==> config.mk <==
export PLATFORM = sky130hd
export DESIGN_NAME = key_value_line_parser
export DESIGN_NICKNAME = d
export VERILOG_FILES = /design/src/rtl/kvlp_pkg.sv /design/src/rtl/kvlp_step.sv /design/src/rtl/key_value_line_parser.sv
export SDC_FILE = /design/constraint.sdc
export NUM_CORES = 1
export LEC_CHECK = 0
export BUFFER_PORTS_ARGS = -buffer_cell sky130_fd_sc_hd__buf_2
export CAP_MARGIN = 20
export CORE_UTILIZATION = 45
export DETAILED_ROUTE_END_ITERATION = 8
export GPL_ROUTABILITY_DRIVEN = 0
export PLACE_DENSITY = 0.66
export SYNTH_ARGS = -nofsm -noshare
export SYNTH_HDL_FRONTEND = slang
export SYNTH_SLANG_ARGS = --single-unit
==> constraint.sdc <==
create_clock -name clk -period 3.3 [get_ports clk]
set_input_delay 0.66 -clock clk [delete_from_list [all_inputs] [get_ports clk]]
set_output_delay 0.66 -clock clk [all_outputs]
set_load 0.05 [all_outputs]
==> src/rtl/kvlp_pkg.sv <==
// kvlp_pkg: types, character codes, state table and classifier for the
// key/value line parser. No dependencies; imported by every other rtl file.
package kvlp_pkg;

	localparam int KVLP_MAX_VALUES = 16;
	localparam int KVLP_LINE_LEN   = 1024;

	localparam logic [7:0] CH_HASH    = 8'h23;
	localparam logic [7:0] CH_BLANK   = 8'h20;
	localparam logic [7:0] CH_COMMA   = 8'h2C;
	localparam logic [7:0] CH_QUOTE   = 8'h22;
	localparam logic [7:0] CH_EQUALS  = 8'h3D;
	localparam logic [7:0] CH_NEWLINE = 8'h0A;

	typedef enum logic [2:0] {
		CL_HASH   = 3'd0,
		CL_BLANK  = 3'd1,
		CL_COMMA  = 3'd2,
		CL_QUOTE  = 3'd3,
		CL_EQUALS = 3'd4,
		CL_END    = 3'd5,
		CL_OTHER  = 3'd6
	} kvlp_class_t;

	// 0..15 are stored machine states, the rest are table outcomes only
	typedef enum logic [4:0] {
		ST_S0 = 5'd0,  ST_C0 = 5'd1,  ST_K0 = 5'd2,  ST_K1 = 5'd3,
		ST_K2 = 5'd4,  ST_V0 = 5'd5,  ST_V1 = 5'd6,  ST_V2 = 5'd7,
		ST_V3 = 5'd8,  ST_V4 = 5'd9,  ST_V5 = 5'd10, ST_Q0 = 5'd11,
		ST_Q1 = 5'd12, ST_Q2 = 5'd13, ST_Q3 = 5'd14, ST_Q4 = 5'd15,
		ST_E0 = 5'd16, ST_E1 = 5'd17, ST_E2 = 5'd18, ST_E3 = 5'd19,
		ST_E4 = 5'd20, ST_E5 = 5'd21, ST_X0 = 5'd22
	} kvlp_state_t;

	typedef enum logic [3:0] {
		EV_NONE       = 4'd0,
		EV_KEY_BEGIN  = 4'd1,
		EV_KEY_CHAR   = 4'd2,
		EV_SLOT_OPEN  = 4'd3,
		EV_VAL_BEGIN  = 4'd4,
		EV_VAL_CHAR   = 4'd5,
		EV_OPEN_BEGIN = 4'd6,
		EV_LINE_OK    = 4'd7,
		EV_ERROR      = 4'd8
	} kvlp_event_t;

	typedef enum logic [2:0] {
		ERR_NONE        = 3'd0,
		ERR_BAD_KEY     = 3'd1,
		ERR_NO_KEY      = 3'd2,
		ERR_BLANK_KEY   = 3'd3,
		ERR_BAD_VALUE   = 3'd4,
		ERR_NO_QUOTE    = 3'd5,
		ERR_AFTER_QUOTE = 3'd6,
		ERR_TOO_MANY    = 3'd7
	} kvlp_error_t;

	typedef struct packed {
		logic [7:0] ch;
		logic       end_of_line;
	} kvlp_in_t;

	typedef struct packed {
		logic [3:0]  event_res;
		logic [2:0]  error_code;
		logic [10:0] position;
		logic [3:0]  value_slot;
		logic [10:0] key_length;
		logic [10:0] value_length;
		logic [4:0]  value_count;
	} kvlp_out_t;

	// columns: hash, blank, comma, quote, equals, end, other
	localparam kvlp_state_t NEXT_TAB [0:15][0:6] = '{
		'{ST_C0, ST_S0, ST_E0, ST_E0, ST_E1, ST_X0, ST_K0},
		'{ST_C0, ST_C0, ST_C0, ST_C0, ST_C0, ST_X0, ST_C0},
		'{ST_C0, ST_K2, ST_E0, ST_E0, ST_V0, ST_X0, ST_K1},
		'{ST_C0, ST_K2, ST_E0, ST_E0, ST_V0, ST_X0, ST_K1},
		'{ST_C0, ST_K2, ST_E0, ST_E0, ST_V0, ST_X0, ST_E2},
		'{ST_C0, ST_V3, ST_V0, ST_Q0, ST_E3, ST_X0, ST_V1},
		'{ST_C0, ST_V4, ST_V0, ST_E3, ST_E3, ST_X0, ST_V2},
		'{ST_C0, ST_V4, ST_V0, ST_E3, ST_E3, ST_X0, ST_V2},
		'{ST_C0, ST_V3, ST_V0, ST_Q0, ST_E3, ST_X0, ST_V1},
		'{ST_C0, ST_V4, ST_V0, ST_Q1, ST_E3, ST_X0, ST_V5},
		'{ST_C0, ST_V4, ST_V0, ST_E3, ST_E3, ST_X0, ST_V2},
		'{ST_Q2, ST_Q2, ST_Q2, ST_Q4, ST_Q2, ST_E4, ST_Q2},
		'{ST_Q2, ST_Q2, ST_Q2, ST_Q4, ST_Q2, ST_E4, ST_Q2},
		'{ST_Q3, ST_Q3, ST_Q3, ST_Q4, ST_Q3, ST_E4, ST_Q3},
		'{ST_Q3, ST_Q3, ST_Q3, ST_Q4, ST_Q3, ST_E4, ST_Q3},
		'{ST_C0, ST_V4, ST_V0, ST_E5, ST_E5, ST_X0, ST_E5}
	};

	function automatic kvlp_class_t char_class(input logic [7:0] c, input logic eol);
		kvlp_class_t cls;
		cls = CL_OTHER;
		if (eol || c == CH_NEWLINE) begin
			cls = CL_END;
		end else begin
			unique case (c)
				CH_HASH:   cls = CL_HASH;
				CH_BLANK:  cls = CL_BLANK;
				CH_COMMA:  cls = CL_COMMA;
				CH_QUOTE:  cls = CL_QUOTE;
				CH_EQUALS: cls = CL_EQUALS;
				default:   cls = CL_OTHER;
			endcase
		end
		return cls;
	endfunction

endpackage

==> src/rtl/kvlp_step.sv <==
// kvlp_step: combinational next-state and event logic for one character.
// Depends on kvlp_pkg (table, classifier, codes, result struct).
module kvlp_step import kvlp_pkg::*; #(
	parameter int MAX_VALUES = KVLP_MAX_VALUES,
	parameter int LINE_LEN   = KVLP_LINE_LEN,
	localparam int CW = $clog2(LINE_LEN + 1),
	localparam int SW = $clog2(MAX_VALUES + 1)
) (
	input  kvlp_in_t    word,
	input  kvlp_state_t state_cur,
	input  logic [CW-1:0] index_cur,
	input  logic [CW-1:0] key_cur,
	input  logic [SW-1:0] slot_cur,
	input  logic [CW-1:0] vlen_cur,
	input  logic          discard_cur,
	output kvlp_state_t   state_nxt,
	output logic [CW-1:0] index_nxt,
	output logic [CW-1:0] key_nxt,
	output logic [SW-1:0] slot_nxt,
	output logic [CW-1:0] vlen_nxt,
	output logic          discard_nxt,
	output kvlp_out_t     result
);

	localparam logic [CW-1:0] LEN_MAX  = CW'(LINE_LEN);
	localparam logic [SW-1:0] SLOT_MAX = SW'(MAX_VALUES);

	kvlp_class_t   cls;
	kvlp_state_t   nx;
	kvlp_state_t   state_u;
	kvlp_event_t   ev;
	kvlp_error_t   err;
	logic          line_done;
	logic          disc_u;
	logic [CW-1:0] key_u;
	logic [CW-1:0] vlen_u;
	logic [SW-1:0] slot_u;
	logic [SW-1:0] slot_idx;
	logic [CW+10:0] pos_x;
	logic [CW+10:0] key_x;
	logic [CW+10:0] vlen_x;
	logic [SW+4:0]  cnt_x;
	logic [SW+4:0]  sidx_x;

	always_comb begin
		cls       = char_class(word.ch, word.end_of_line);
		line_done = (cls == CL_END);
		nx        = NEXT_TAB[state_cur[3:0]][cls];
		ev        = EV_NONE;
		err       = ERR_NONE;
		state_u   = state_cur;
		disc_u    = discard_cur;
		key_u     = key_cur;
		vlen_u    = vlen_cur;
		slot_u    = slot_cur;
		if (!discard_cur) begin
			unique case (nx)
				ST_K0: begin
					key_u = CW'(1);
					ev    = EV_KEY_BEGIN;
				end
				ST_K1: begin
					key_u = (key_cur < LEN_MAX) ? key_cur + 1'b1 : LEN_MAX;
					ev    = EV_KEY_CHAR;
				end
				ST_V0, ST_Q1, ST_V5: begin
					if (slot_cur >= SLOT_MAX) begin
						ev  = EV_ERROR;
						err = ERR_TOO_MANY;
					end else begin
						slot_u = slot_cur + 1'b1;
						if (nx == ST_V5) begin
							vlen_u = CW'(1);
							ev     = EV_OPEN_BEGIN;
						end else begin
							vlen_u = '0;
							ev     = EV_SLOT_OPEN;
						end
					end
				end
				ST_V1, ST_Q2: begin
					vlen_u = CW'(1);
					ev     = EV_VAL_BEGIN;
				end
				ST_V2, ST_Q3: begin
					vlen_u = (vlen_cur < LEN_MAX) ? vlen_cur + 1'b1 : LEN_MAX;
					ev     = EV_VAL_CHAR;
				end
				ST_E0: begin ev = EV_ERROR; err = ERR_BAD_KEY;     end
				ST_E1: begin ev = EV_ERROR; err = ERR_NO_KEY;      end
				ST_E2: begin ev = EV_ERROR; err = ERR_BLANK_KEY;   end
				ST_E3: begin ev = EV_ERROR; err = ERR_BAD_VALUE;   end
				ST_E4: begin ev = EV_ERROR; err = ERR_NO_QUOTE;    end
				ST_E5: begin ev = EV_ERROR; err = ERR_AFTER_QUOTE; end
				ST_X0: ev = EV_LINE_OK;
				default: ;
			endcase
			if (ev == EV_ERROR) begin
				disc_u = 1'b1;
			end else if (!nx[4]) begin
				state_u = nx;
			end
		end

		// fields are the low bits of the counters
		slot_idx = (slot_u != '0) ? slot_u - 1'b1 : '0;
		pos_x    = (CW+11)'(index_cur);
		key_x    = (CW+11)'(key_u);
		vlen_x   = (CW+11)'(vlen_u);
		cnt_x    = (SW+5)'(slot_u);
		sidx_x   = (SW+5)'(slot_idx);

		result.event_res    = ev;
		result.error_code   = err;
		result.position     = pos_x[10:0];
		result.value_slot   = sidx_x[3:0];
		result.key_length   = key_x[10:0];
		result.value_length = vlen_x[10:0];
		result.value_count  = cnt_x[4:0];

		// line end clears everything for the next line
		if (line_done) begin
			state_nxt   = ST_S0;
			index_nxt   = '0;
			key_nxt     = '0;
			slot_nxt    = '0;
			vlen_nxt    = '0;
			discard_nxt = 1'b0;
		end else begin
			state_nxt   = state_u;
			index_nxt   = (index_cur < LEN_MAX) ? index_cur + 1'b1 : LEN_MAX;
			key_nxt     = key_u;
			slot_nxt    = slot_u;
			vlen_nxt    = vlen_u;
			discard_nxt = disc_u;
		end
	end

endmodule

==> src/rtl/key_value_line_parser.sv <==
// key_value_line_parser: top level with input register, parser state and
// result register. Depends on kvlp_pkg and kvlp_step.
//
// Usage:
//   item channel (item_valid/item_ready/item) carries one word per line
//   character: ch plus end_of_line. A newline character or end_of_line
//   closes the line and returns the parser to its start state.
//   result channel (result_valid/result_ready/result) returns exactly one
//   word per item: event, error code, position, value slot, key length,
//   value length and value count.
// Path: an accepted item goes through the input register, then the result
//   register. Throughput: one word per cycle while result_ready stays high.
//   The rate is set by the single pass of table lookup plus counter
//   update between the input register and the result register.
// Stall: while result_ready is low, the result register holds its word and
//   the input register still takes one more word; item_ready drops only
//   when both are full.
// Reset (arst_n low): both registers empty, parser at start state, all
//   counters zero, discard flag clear.
// After an error the rest of the line yields event none until its end.
module key_value_line_parser import kvlp_pkg::*; #(
	parameter int MAX_VALUES = KVLP_MAX_VALUES,
	parameter int LINE_LEN   = KVLP_LINE_LEN
) (
	input  logic      clk,
	input  logic      arst_n,
	input  logic      item_valid,
	output logic      item_ready,
	input  kvlp_in_t  item,
	output logic      result_valid,
	input  logic      result_ready,
	output kvlp_out_t result
);

	localparam int CW = $clog2(LINE_LEN + 1);
	localparam int SW = $clog2(MAX_VALUES + 1);

	// input stage
	kvlp_in_t  item_s1;
	logic      valid_s1;
	// result stage
	kvlp_out_t result_s2;
	logic      valid_s2;

	// parser state
	kvlp_state_t   state_q;
	logic [CW-1:0] index_q;
	logic [CW-1:0] key_q;
	logic [SW-1:0] slot_q;
	logic [CW-1:0] vlen_q;
	logic          discard_q;

	kvlp_state_t   state_d;
	logic [CW-1:0] index_d;
	logic [CW-1:0] key_d;
	logic [SW-1:0] slot_d;
	logic [CW-1:0] vlen_d;
	logic          discard_d;
	kvlp_out_t     result_d;

	logic advance;
	logic take;
	logic line_end_s1;

	// s1 moves into s2 whenever s2 is empty or being drained
	assign advance     = valid_s1 && (!valid_s2 || result_ready);
	assign item_ready  = !valid_s1 || advance;
	assign take        = item_valid && item_ready;
	assign line_end_s1 = (char_class(item_s1.ch, item_s1.end_of_line) == CL_END);

	kvlp_step #(
		.MAX_VALUES(MAX_VALUES),
		.LINE_LEN  (LINE_LEN)
	) u_step (
		.word       (item_s1),
		.state_cur  (state_q),
		.index_cur  (index_q),
		.key_cur    (key_q),
		.slot_cur   (slot_q),
		.vlen_cur   (vlen_q),
		.discard_cur(discard_q),
		.state_nxt  (state_d),
		.index_nxt  (index_d),
		.key_nxt    (key_d),
		.slot_nxt   (slot_d),
		.vlen_nxt   (vlen_d),
		.discard_nxt(discard_d),
		.result     (result_d)
	);

	// handshake control
	always_ff @(posedge clk or negedge arst_n) begin
		if (!arst_n) begin
			valid_s1 <= 1'b0;
			valid_s2 <= 1'b0;
		end else begin
			if (take) begin
				valid_s1 <= 1'b1;
			end else if (advance) begin
				valid_s1 <= 1'b0;
			end
			if (advance) begin
				valid_s2 <= 1'b1;
			end else if (result_ready) begin
				valid_s2 <= 1'b0;
			end
		end
	end

	// payload registers
	always_ff @(posedge clk) begin
		if (take) begin
			item_s1 <= item;
		end
		if (advance) begin
			result_s2 <= result_d;
		end
	end

	// parser state commits as the word leaves s1
	always_ff @(posedge clk or negedge arst_n) begin
		if (!arst_n) begin
			state_q   <= ST_S0;
			index_q   <= '0;
			key_q     <= '0;
			slot_q    <= '0;
			vlen_q    <= '0;
			discard_q <= 1'b0;
		end else if (advance) begin
			state_q   <= state_d;
			index_q   <= index_d;
			key_q     <= key_d;
			slot_q    <= slot_d;
			vlen_q    <= vlen_d;
			discard_q <= discard_d;
		end
	end

	assign result_valid = valid_s2;
	assign result       = result_s2;

	// error code is present exactly on error events
	a_err_code: assert property (@(posedge clk) disable iff (!arst_n)
		result_valid |-> ((result.event_res == EV_ERROR) == (result.error_code != ERR_NONE)))
		else $error("error code and event disagree");

	// a line end leaves the parser fully cleared
	a_line_reset: assert property (@(posedge clk) disable iff (!arst_n)
		(advance && line_end_s1) |=> (state_q == ST_S0 && index_q == '0 && key_q == '0
			&& slot_q == '0 && vlen_q == '0 && !discard_q))
		else $error("parser not cleared after line end");

	// discard mode lasts until the line ends
	a_discard_hold: assert property (@(posedge clk) disable iff (!arst_n)
		(discard_q && !(advance && line_end_s1)) |=> discard_q)
		else $error("discard dropped before line end");

	// slot count never passes the limit
	a_slot_limit: assert property (@(posedge clk) disable iff (!arst_n)
		slot_q <= SW'(MAX_VALUES))
		else $error("slot count over limit");

	// a held input word keeps its contents until it moves on
	a_s1_hold: assert property (@(posedge clk) disable iff (!arst_n)
		(valid_s1 && !advance) |=> (valid_s1 && $stable(item_s1)))
		else $error("input stage lost a word");

endmodule

* Yosys cells after proc, flatten, opt, wreduce, memory -nomap -nowiden *
Memory sizes are Yosys's and may differ from the RTL's.
Cells that the tools add are included.

cells by class
  add/sub/neg operators = 5
  $mul = 0
  divide/modulo/power cells = 0
  $lt $le $gt $ge = 6
  equality and inequality tests = 27
  shifts and indexed selects = 0
  multiplexer cells = 40
  bitwise gates (word level) = 2
  reduce and logical (&&, ||, !) cells = 15

operators with widths
  kind                                                              count
  11-bit two-way mux                                                9
  35-bit two-way mux                                                2
  8-bit by 6-bit == test with 1-bit output (second input constant)  5
  5-bit == test (second input constant)                             7
  11-bit by 1-bit adder with 11-bit output (second input constant)  3
  11-bit less-than comparator (second input constant)               3
  11-bit one-hot mux with 3 select lines                            1
  5-bit two-way mux                                                 6
  4-bit one-hot mux with 7 select lines                             1
  4-bit two-way mux                                                 6
  11-bit one-hot mux with 2 select lines                            1
  3-bit one-hot mux with 7 select lines                             1
  5-bit by 4-bit == test with 1-bit output (second input constant)  4
  5-bit binary-select mux with 3-bit select                         1
  5-bit by 3-bit == test with 1-bit output (second input constant)  3
  3-bit one-hot mux with 5 select lines                             1
  5-bit by 2-bit == test with 1-bit output (second input constant)  2
  5-bit >= comparator (second input constant)                       2
  3-bit two-way mux                                                 3
  8-bit by 4-bit == test with 1-bit output (second input constant)  1
  1-bit two-way mux                                                 8
  6-bit OR reduction                                                1
  5-bit by 1-bit adder with 5-bit output (second input constant)    1
  4-bit NOT with 5-bit output                                       1
  other kinds (15)                                                  22

storage, ports and cells
  register bits after elaboration = 103
  latch bits = 0
  bits in writable memories = 0
  ROM bits = 560
  output and inout port bits = 51
  logic and storage cells = 113
  memories = 1

memory list
  memory            depth  width  read ports  clocked after memory_dff  wr ports  RTL line         RTL
  (name not given)  16     35     1           0                         0         kvlp_step.sv:48  nx = NEXT_TAB[state_cur[3:0]][cls];

* Longest topological paths before layout *
Gate-level depths: netlist (run 1).

  word-level depth = 16
  depth in mapped cells = 15
  mapped depth without buffers = 15

* Modules after synthesis *
From an unflattened synthesis (run 1), not the netlist that was laid out.

unflattened totals
  cell total of the unflattened synthesis = 581
  area, all modules = 6309.8 um^2

by module, submodules not included
  module                 instances  cells each  area an instance (um^2)
  key_value_line_parser  1          159         3634.7
  kvlp_step              1          422         2675.1

* Least setup slack after synthesis (run 1) *
OpenSTA, ideal clock, no wires.

  kind = flip-flop to flip-flop
  start point = register item_s1[5] (netlist name)
  end point = register result_s2 (netlist bit result[30]), data pin
  setup time = 0.254 ns
  arrival time = 3.257 ns
  data required time = 3.046 ns
  slack = -0.212 ns
  cell stages (with the launch flop) = 14
  path through = edfxtp_1 nor4b_4 o21ai_1 a21o_2 o221a_1 a221oi_2 or2_1 buf_2 nor3_2 o21ai_2 mux2i_1 ha_1 and3_1 o21ba_1

between the ends
  longest elaborated chain between the ends = 12
  elaborated cells between the ends (all ways) = 21

RTL lines
  what                                                                                                         RTL line                        RTL
  start, declared                                                                                              key_value_line_parser.sv:39     kvlp_in_t item_s1;
  start signal, assigned                                                                                       key_value_line_parser.sv:113    item_s1 <= item;
  8-bit by 6-bit == test with 1-bit output / 8-bit by 4-bit == test with 1-bit output (equally long branches)  kvlp_pkg.sv:99, kvlp_pkg.sv:96
  3-bit one-hot mux with 5 select lines / 1-bit logical OR (equally long branches)                             kvlp_pkg.sv:99, kvlp_pkg.sv:96
  3-bit two-way mux *                                                                                          kvlp_pkg.sv:96                  if (eol || c == CH_NEWLINE) begin
  3-bit NOT with 4-bit output (implied by the code) *                                                          kvlp_step.sv:48
  5-bit binary-select mux with 3-bit select *                                                                  kvlp_step.sv:48
  5-bit two-way mux (implied by the code) * (2 in a row)                                                       kvlp_step.sv:48
  5-bit by 3-bit == test with 1-bit output / 5-bit by 4-bit == test with 1-bit output (equally long branches)  kvlp_step.sv:57                 unique case (nx)
  3-bit OR reduction *                                                                                         kvlp_step.sv:57
  5-bit two-way mux *                                                                                          kvlp_step.sv:57
  5-bit two-way mux *                                                                                          kvlp_step.sv:56                 if (!discard_cur) begin
  4-bit by 1-bit subtractor with 4-bit output / 5-bit nonzero test (equally long branches)                     kvlp_step.sv:106                slot_idx = (slot_u != '0) ? slot_u - 1'b1 : '0;
  end signal, assigned                                                                                         key_value_line_parser.sv:116    result_s2 <= result_d;
  end, declared                                                                                                key_value_line_parser.sv:42     kvlp_out_t result_s2;

Mark *: on every way between the ends. The rest lies on a longest branch, timed or not. The select of a mux whose other input is x is not followed.
A chain may end at the register's enable or synchronous reset.

* Worst setup path after layout (run 1) *
  start point = register item_s1[7] (netlist name)
  end point = register result_s2 (netlist bit result[30]), data pin

The elaborated chain is that of the path after synthesis.

==> impl_metrics.csv, run 1 <==
group,metric,value,unit
synthesis,synth_ff_type,"edfxtp_1",
clock_network,cts_tree,"done",
layout,final_cells,902,
power_and_ir_drop,p_sw_share,38.7,%
synthesis,ys_ff_latch,103,
sta,setup-violations-final,36,
power_and_ir_drop,power_leakage,3.20,nW
power_and_ir_drop,p_per_area,581,nW/um^2
global_route,grt_pass1_vias,4912,
synthesis,seq_area_frac_synth,49.3,%
worst_setup_path,critPathLaunchType,"register",
run,maxCapViolations,0,
route,num_vias,5221,
hold_path,min_path_type,"in -> async",
clock_network,ctsHtreeMaxLevel,3,
floorplan,io_pins,64,
sta,setup_tns,-4.23,ns
floorplan,die_area,13400,sq um
status,failed_checks,"negative setup slack",
layout,final_nets,749,
sta,min_period,3.62,ns
synthesis,syn_area,5810,sq um
sta,worst_slack,-0.320,ns
floorplan,fp.coreArea,12600,sq um
sta,rsz0062_at_grt,"true",
worst_setup_path,critPathMaxFanout,4,
layout,drive_gt1_share,36.4,%
clock_network,worst_skew_pair.late_latency,0.35,ns
global_route,grt_overflow,0,
placement,place_area,6880,sq um
synthesis,async_flop_share,43.7,%
placement,dpl.cell_count,870,
layout,final_area,7690,sq um
power_and_ir_drop,p_sw,1.73,mW
worst_setup_path,arrival,3.72,ns
route,routed_wl,15100,microns
sta,max_freq,276,MHz
power_and_ir_drop,pwr-share-seq,39.7,%
clock_network,cts_max_path_buffers,2,
synthesis,syn_inst,580,
floorplan,die_y,116,microns
global_route,grt_max_degree,46,
global_route,grt_pass1_wl,23700,microns
power_and_ir_drop,power_frac_clock,22.2,%
clock_network,path_clk_slew,0.07,ns
sta,drv_slew,0,
synthesis,synth_edf_count,58,
global_route,grt.total_usage,22.7,%
clock_network,cts_made_buffers,9,
synthesis,ys_types,82,
global_route,antenna_found_initial,0,
layout,area_growth,32.3,%
synthesis,synth_nets,604,
route,drcViolationCount,0,
power_and_ir_drop,p_comb_share,38.1,%
sta,tightest_slew,0.528,ns
sta,fin_hold_ws,0.147,ns
floorplan,start_util,46.1,%
sta,slew_headroom,64.6,%
layout,fin_util,61.0,%
synthesis,syn_avg_cell_area,10.0,sq um
clock_network,cts.sinks,103,
worst_setup_path,critPathKind,"reg -> reg",
sta,min_period_over_period,110,%
floorplan,row_count,41,
route,drt-wirelength-per-cell,16.7,microns
worst_setup_path,critPathCaptureType,"register",
synthesis,ys_warn_count,0,
power_and_ir_drop,intPower,2.74,mW
power_and_ir_drop,irDropWorstVdd,0.368,mV
placement,dp_hpwl,10300,microns
placement,numPortBuffers,63,
route,vias_per_cell,5.79,
sta,finalHoldViolations,0,
route,drtPass1Iterations,7,
sta,skew,0.00934,ns
layout,fill_cells,1086,
clock_network,root_buffer,"clkbuf_16",
worst_setup_path,cp.required,3.40,ns
status,run_status,"finished, violations left",
route,initialDrtViolationCount,458,
route,ant_nets,0,
floorplan,dieWidth,116,microns
layout,num_antenna_cells,0,
-- metrics by stage --
step	worst slack, ns	total power, mW
after CTS	-0.250	4.36
after detailed placement	-0.282	3.30
final	-0.320	4.47
after global routing	-0.453	4.71
after floorplan	-0.104	2.76
after global placement	-0.0914	3.27
-- worst max-delay path: stages (launching register included) --
cell,delay (ns)
edfxtp_1,0.47
nor4b_4,0.44
o211a_1,0.31
a21o_4,0.15
nand2_4,0.08
o311a_4,0.40
a211o_1,0.28
a211oi_4,0.29
o21ai_4,0.12
mux2i_2,0.26
ha_1,0.20
and3_4,0.20
o21ba_1,0.15
-- per-layer routing --
metal | track usage, % | part of all wire, % | vias to the layer above
met2 | 36.8 | 49 | 175
li1 | - | - | 2481
met1 | 29.3 | 43 | 2537
met4 | 8.72 | 2.4 | 0
met3 | 5.70 | 5.6 | 28
met5 | 0 | 0 | -
-- kinds of logic (layout without fill, tap and decap cells) --
logic type	after synthesis	in the layout	share of synthesized area [%]
mux	11	11	1.89
buf+inv	44	192	3.42
simple gates	220	222	20.2
fa+ha+maj	11	11	2.37
xor+xnor	9	9	1.36
compound gates	182	182	21.4
flops	103	103	49.3
-- final timing paths --
kind | startpoint | endpoint | slack (ns) | depth (start not counted)
worst max-delay path | item_s1[7] | result[30] | -0.32 | 12
worst min-delay path | arst_n | key_q[4] | 0.15 | 1
worst max register to register | item_s1[7] | result[30] | -0.32 | 12
worst min register to register | valid_s1 | result_valid | 0.50 | 1
max in group asynchronous | arst_n | vlen_q[7] | 2.67 | 2
min in group clk | item[0] | item_s1[0] | 0.48 | 1
-- cells in the final DEF (no fill, tap or decap), types with 8 or more instances in the layout --
master / instances
buf_4: 90
clkbuf_16: 9
dfrtp_1: 45
buf_2: 63
nor2_1: 32
edfxtp_1: 58
o21ai_1: 11
mux2i_1: 8
o21ai_0: 46
nor2_2: 10
nand2_1: 58
ha_1: 10
a22o_1: 9
nand3_1: 18
nand2b_1: 9
o31ai_1: 14
a21oi_1: 25
and3_1: 21
inv_1: 14
-- final cells by class --
class                   count  area (sq um)  area share [%]
clock buffers              11           233            3.03
multi-input cells         435          3200            41.5
inverters                  17          63.8           0.830
well taps                 172           215            2.80
flip-flops and latches    103          2870            37.3
repair buffers            159          1080            14.0
clock inverters             5          41.3           0.537
-- sequential cells by signal, summed over array words and instances, names as in the netlist, 4 cells and up --
signal	flops
vlen_q	11
index_q	11
state_q	4
result	49
key_q	11
slot_q	5
item_s1	9
-- Yosys cell counts, drive strengths merged (8+ instances only) --
| cell type | count | area (sq um) |
|---|---|---|
| nor3 | 14 | 90.1 |
| or2 | 11 | 68.8 |
| nand3 | 19 | 95.1 |
| clkbuf | 17 | 63.8 |
| nor4 | 9 | 56.3 |
| dfrtp | 45 | 1130 |
| a22o | 9 | 78.8 |
| o31ai | 18 | 135 |
| nand2 | 60 | 228 |
| nor2 | 44 | 168 |
| edfxtp | 58 | 1740 |
| o211ai | 8 | 75.1 |
| inv | 17 | 63.8 |
| mux2i | 11 | 110 |
| buf | 10 | 71.3 |
| o21ai | 67 | 343 |
| ha | 11 | 138 |
| and3 | 23 | 149 |
| a21oi | 27 | 139 |
| nand2b | 10 | 62.6 |
-- power groups by stage --
stage | clock network, mW | logic (mW) | registers (mW)
floorplan | 0 | 0.762 | 1.99
global placement | 0 | 1.51 | 1.76
detailed placement | 0 | 1.53 | 1.77
CTS | 1.02 | 1.58 | 1.76
global route | 1.07 | 1.84 | 1.80
finish | 0.993 | 1.70 | 1.77
-- repair_timing --
| action | in CTS | in global routing |
|---|---|---|
| cloned | 0 | 2 |
| setup buffers | 5 | 8 |
| gates resized for setup | 28 | 62 |
| pin swaps | 11 | 7 |
| setup endpoints to repair | 40 | 64 |
| hold buffers | 0 | 0 |
No activity file was read; power rests on OpenSTA's default activity.
==> inputs of run 2 (changes only) <==
Settings changed: ABC_AREA set to 1.
==> impl_metrics.csv, run 2 <==
group,metric,value,unit
status,run_status,"finished clean",
power_and_ir_drop,intPower,2.63,mW
global_route,met3_usage,4.78,%
power_and_ir_drop,p_comb_share,33.6,%
global_route,met2_usage,33.9,%
layout,final_nets,757,
synthesis,ys_warn_count,0,
layout,seq_area,2870,sq um
sta,min_period_over_period,94.5,%
sta,tightest_slew,0.521,ns
route,drtPass1Iterations,5,
clock_network,worst_skew_pair.late_latency,0.36,ns
route,routed_wl,12100,microns
synthesis,syn_inst,654,
clock_network,path_clk_slew,0.07,ns
power_and_ir_drop,pwr-share-seq,39.4,%
global_route,grt_overflow,0,
worst_setup_path,critPathLaunchType,"register",
floorplan,row_count,40,
worst_setup_path,crit_family,"simple AND/OR/NAND/NOR gates",
sta,worst_slack,0.180,ns
synthesis,syn_avg_cell_area,8.64,sq um
power_and_ir_drop,p_per_area,650,nW/um^2
hold_path,min_path_type,"in -> async",
sta,drv_slew,0,
worst_setup_path,cp_slowest_stage_delay,0.55,ns
synthesis,synth_nets,678,
floorplan,start_util,46.6,%
synthesis,synth_ff_type,"edfxtp_1",
worst_setup_path,crit_path_frequent_cell,"nand2_1",
synthesis,ys_ff_latch,103,
clock_network,ctsHtreeMaxLevel,3,
route,drcViolationCount,0,
global_route,met1_usage,23.6,%
sta,min_period,3.12,ns
clock_network,cts_tree,"done",
power_and_ir_drop,p_total,4.29,mW
floorplan,die_y,114,microns
route,ant_nets,0,
synthesis,synth_top_cell_by_area,"edfxtp_1",
sta,slew_headroom,65.2,%
layout,num_antenna_cells,0,
clock_network,cts_made_buffers,9,
route,num_vias,4684,
layout,layout_commonest_cell,"nand2_1",
worst_setup_path,r2r_slack,0.18,ns
placement,dp_hpwl,8470,microns
floorplan,fp.coreArea,12100,sq um
route,initialDrtViolationCount,286,
power_and_ir_drop,p_sw,1.66,mW
clock_network,ctsHoldBuffers,0,
global_route,grt.total_usage,19.6,%
layout,final_cell_mix,"207 x nand2_1, 63 x buf_2, 58 x edfxtp_1, 54 x nor2_1, 53 x inv_1",
placement,numPortBuffers,63,
worst_setup_path,path_cells,"inv_2, a21oi_1, nand2_1, o21ai_0, nand2_1, nand3_1, nor2_1, a31oi_2, nand2_1, nand3_4, buf_4, nand4_1, nand2_2, ha_1, nand2_1, nor2_2, nor2_1",
power_and_ir_drop,p_sw_share,38.7,%
layout,drive_gt1_share,23.2,%
worst_setup_path,cp.required,3.41,ns
synthesis,ys_top_cells_by_area,"edfxtp_1 31%, dfrtp_1 20%, nand2_1 14%",
layout,multiInputGateArea,2460,sq um
worst_setup_path,arrival,3.23,ns
route,vias_per_cell,5.17,
global_route,antenna_found_initial,0,
layout,fill_cells,1090,
route,drt-wirelength-per-cell,13.4,microns
synthesis,async_flop_share,43.7,%
worst_setup_path,path_buf_inv,2,
synthesis,ys_types,42,
power_and_ir_drop,power_leakage,3.01,nW
synthesis,synthTopCellsByCount,"210 x nand2_1, 58 x edfxtp_1, 54 x nor2_1",
global_route,grt_max_degree,46,
worst_setup_path,cp_slowest_cell,"dfrtp_1",
floorplan,dieWidth,114,microns
power_and_ir_drop,power_frac_clock,27.0,%
sta,setup-violations-final,0,
sta,finalHoldViolations,0,
run,maxCapViolations,0,
synthesis,synth_edf_count,58,
global_route,grt_pass1_vias,4397,
worst_setup_path,critPathKind,"reg -> reg",
clock_network,cts_max_path_buffers,2,
layout,fin_util,54.5,%
power_and_ir_drop,irDropWorstVdd,0.374,mV
synthesis,synth_top_area_share,30.8,%
sta,max_freq,321,MHz
clock_network,root_buffer,"clkbuf_16",
global_route,busiest_layer,"met2",
synthesis,yosys.cell_count.top_type,"nand2_1",
layout,area_growth,16.9,%
placement,pre_cts_slack,0.146,ns
synthesis,syn_area,5650,sq um
sta,skew,0.00624,ns
layout,largest_register_ffs,49,
worst_setup_path,critPathCaptureType,"register",
floorplan,die_area,13000,sq um
global_route,grt_pass1_wl,20100,microns
clock_network,cts.sinks,103,
floorplan,io_pins,64,
synthesis,seq_area_frac_synth,50.8,%
worst_setup_path,critPathMaxFanout,12,
## run 2: cell types whose count changed in the layout (fill, tap and decap cells not counted), moves of 12 or more
cell,previous run,this run
inv_2,3,19
o21ai_2,7,19
nor2_1,32,54
nand3_1,18,30
inv_1,14,53
buf_4,90,14
nand2_2,0,13
o21ai_0,46,23
xor2_1,2,17
and3_1,21,0
nand2_1,58,207
## run 2: what timing repair did
item,in CTS,in global routing
endpoints found under the setup margin,0,8
hold endpoints to repair,0,0
setup buffers,0,7
gates resized for setup,0,5
## run 2: kinds of logic after synthesis
family                     count (synthesis)  synth area share, %
adders and majority gates                 11                 2.44
AOI/OAI and AO/OA                         88                 10.2
and+or+nand+nor                          346                 27.4
xor gates and xnor gates                  20                 3.10
buffers and inverters                     86                 6.07
DFF                                      103                 50.8
## run 2: cell type report
class / instances / area share [%]
flip-flops and latches: 103 / 43.4
multi-input cells: 465 / 37.2
repair buffers: 79 / 6.97
inverters: 75 / 4.30
clock buffers: 10 / 3.47
well taps: 168 / 3.18
clock inverters: 6 / 1.40
## run 2: path summary, 6_finish.rpt
kind | depth (start not counted) | startpoint | end
worst min-delay path | 1 | arst_n | key_q[4]
min in group clk | 0 | index_q[10] | result[41]
worst max register to register | 17 | state_q[3] | result[30]
worst min register to register | 0 | index_q[10] | result[41]
max in group asynchronous | 2 | arst_n | slot_q[3]
worst max-delay path | 17 | state_q[3] | result[30]
## run 2: through the flow
step           hold WS (ns)  std cells  setup TNS (ns)  cell area, sq um
2_1_floorplan         0.364        654               0              5650
3_3_place_gp          0.451        882               0              6190
3_5_place_dp          0.451        882               0              6190
4_1_cts               0.467        898               0              6510
5_1_grt               0.297        906         -0.0948              6600
6_report              0.264        906               0              6600
## run 2: per-layer routing
metal,vias to the layer above,wire length (microns)
met2,144,6060
met5,-,0
met1,2190,5140
met4,0,280
met3,25,635
li1,2325,-
## run 2: power by group through the flow
stage | clock network, mW | logic, mW | registers (mW)
final | 1.16 | 1.44 | 1.69
after floorplan | 0 | 0.732 | 2.03
after detailed placement | 0 | 1.39 | 1.71
after global routing | 1.22 | 1.58 | 1.71
after global placement | 0 | 1.37 | 1.71
after CTS | 1.18 | 1.40 | 1.69
==> inputs of run 3 (changes only) <==
Settings changed: CELL_PAD_IN_SITES_DETAIL_PLACEMENT set to 0, CELL_PAD_IN_SITES_GLOBAL_PLACEMENT set to 2, CORE_UTILIZATION 45 to 32, PLACE_DENSITY 0.66 to not set, PLACE_DENSITY_LB_ADDON set to 0.1.
==> impl_metrics.csv, run 3 (synthesis gave the netlist of run 2 again) <==
group,metric,value,unit
sta,setup_tns,0,ns
worst_setup_path,critPathCaptureType,"register",
worst_setup_path,critPathLaunchType,"register",
floorplan,fp.coreArea,17300,sq um
placement,dp_hpwl,9780,microns
layout,fill_cells,1787,
route,routed_wl,13700,microns
layout,drive_gt1_share,24.2,%
power_and_ir_drop,power_leakage,3.03,nW
hold_path,min_path_type,"in -> async",
clock_network,cts_tree,"done",
placement,pre_cts_slack,0.0111,ns
sta,max_freq,324,MHz
layout,layout_commonest_cell,"nand2_1",
layout,final_area,6710,sq um
worst_setup_path,path_cells,"inv_1, ha_1, inv_1, nand2_1, a21oi_2, o21ai_0, nand2_1, nand2_1, nand2_1, nand2_1, nand2_1, nand2_4, nor2_4, nand2_2, nand3_4, nand3_2, nand2_1, nand2_1, ha_1, xor2_1, inv_1, nor2_1",
worst_setup_path,path_buf_inv,3,
route,initialDrtViolationCount,242,
worst_setup_path,critPathMaxFanout,7,
clock_network,worst_skew_pair.late_latency,0.36,ns
route,drcViolationCount,0,
layout,final_cell_mix,"207 x nand2_1, 63 x buf_2, 58 x edfxtp_1, 53 x inv_1, 52 x nor2_1",
status,run_status,"finished clean",
global_route,grt_pass1_wl,22500,microns
layout,area_growth,18.8,%
sta,worst_slack,0.215,ns
run,maxCapViolations,0,
placement,numPortBuffers,63,
sta,min_period_over_period,93.5,%
floorplan,dieWidth,135,microns
sta,tightest_slew,0.563,ns
floorplan,die_area,18200,sq um
global_route,grt_overflow,0,
worst_setup_path,cp.required,3.42,ns
sta,finalHoldViolations,0,
sta,drv_slew,0,
global_route,grt.total_usage,15.9,%
sta,skew,0.00716,ns
worst_setup_path,cp_slowest_cell,"dfrtp_2",
clock_network,ctsHtreeMaxLevel,3,
clock_network,cts_max_path_buffers,2,
clock_network,ctsHoldBuffers,0,
sta,slew_headroom,62.5,%
route,ant_nets,0,
worst_setup_path,crit_family,"simple AND/OR/NAND/NOR gates",
worst_setup_path,crit_path_frequent_cell,"nand2_1",
floorplan,row_count,48,
route,num_vias,4580,
sta,min_period,3.09,ns
global_route,grt_max_degree,41,
floorplan,io_pins,64,
clock_network,cts_made_buffers,9,
floorplan,start_util,32.7,%
global_route,grt_pass1_vias,4491,
layout,num_antenna_cells,0,
clock_network,path_clk_slew,0.07,ns
worst_setup_path,cp_slowest_stage_delay,0.41,ns
route,vias_per_cell,4.75,
floorplan,die_y,135,microns
placement,place_area,6300,sq um
clock_network,cts.sinks,103,
sta,setup-violations-final,0,
layout,largest_register_ffs,49,
route,drt-wirelength-per-cell,14.2,microns
route,drtPass1Iterations,4,
clock_network,root_buffer,"clkbuf_16",
global_route,antenna_found_initial,0,
worst_setup_path,arrival,3.20,ns
power_and_ir_drop,p_per_area,650,nW/um^2
worst_setup_path,critPathKind,"reg -> reg",
power_and_ir_drop,irDropWorstVdd,0.314,mV
layout,final_nets,758,
run 3: cell types whose count changed in the layout (fill, tap and decap cells not counted), moves of 2 or more:
cell / before / now
clkinvlp_4: 2 / 0
dfrtp_1: 45 / 43
dfrtp_2: 0 / 2
nor2_1: 54 / 52
run 3: worst paths after layout:
check | to | cells past startpoint | slack [ns] | start
setup / recovery | result[29] | 22 | 0.21 | state_q[0]
setup reg to reg | result[29] | 22 | 0.21 | state_q[0]
hold reg to reg | result[41] | 0 | 0.46 | index_q[10]
hold / removal | state_q[1] | 1 | 0.29 | arst_n
min in group clk | result[41] | 0 | 0.46 | index_q[10]
max in group asynchronous | key_q[5] | 2 | 2.25 | arst_n
run 3: report_power, final:
group          internal (mW)  switching (mW)
logic                  0.413            1.08
registers               1.57           0.123
clock network          0.653           0.518
total                   2.63            1.73
run 3: metrics by stage:
step / total power, mW / hold slack, ns / std cells / util [%]
floorplan: 2.76 / 0.364 / 654 / -
detailed placement: 3.18 / 0.442 / 944 / 36.4
global route: 4.63 / 0.319 / 964 / 38.8
CTS: 4.37 / 0.291 / 960 / 38.3
global placement: 3.18 / 0.440 / 944 / 36.4
finish: 4.36 / 0.290 / 964 / 38.8
run 3: timing repair:
item | CTS | global route
resized for setup | 0 | 14
setup endpoints to repair | 0 | 33
buffers inserted | 0 | 3
run 3: final cells by class:
class	count	area, sq um	share of cell area [%]
Sequential cell	103	2870	42.8
Multi-Input combinational cell	466	2490	37.1
Clock inverter	6	83.8	1.25
Timing Repair Buffer	79	448	6.68
Inverter	75	284	4.23
Tap cell	225	282	4.20
Clock buffer	10	250	3.73
run 3: worst reg2reg max path, cell delays in order (launching register included):
cell,delay [ns]
dfrtp_2,0.41
inv_1,0.07
ha_1,0.22
inv_1,0.07
nand2_1,0.09
a21oi_2,0.17
o21ai_0,0.10
nand2_1,0.09
nand2_1,0.06
nand2_1,0.06
nand2_1,0.05
nand2_1,0.10
nand2_4,0.11
nor2_4,0.18
nand2_2,0.16
nand3_4,0.17
nand3_2,0.10
nand2_1,0.07
nand2_1,0.11
ha_1,0.24
xor2_1,0.15
inv_1,0.05
nor2_1,0.04
run 3: metal layers:
metal / global-route usage [%] / part of all wire, % / vias up
met2: 26.3 / 47 / 94
met3: 2.78 / 3.6 / 15
met5: 0 / 0 / -
met4: 6.05 / 1.4 / 0
li1: - / - / 2323
met1: 20.7 / 48 / 2148
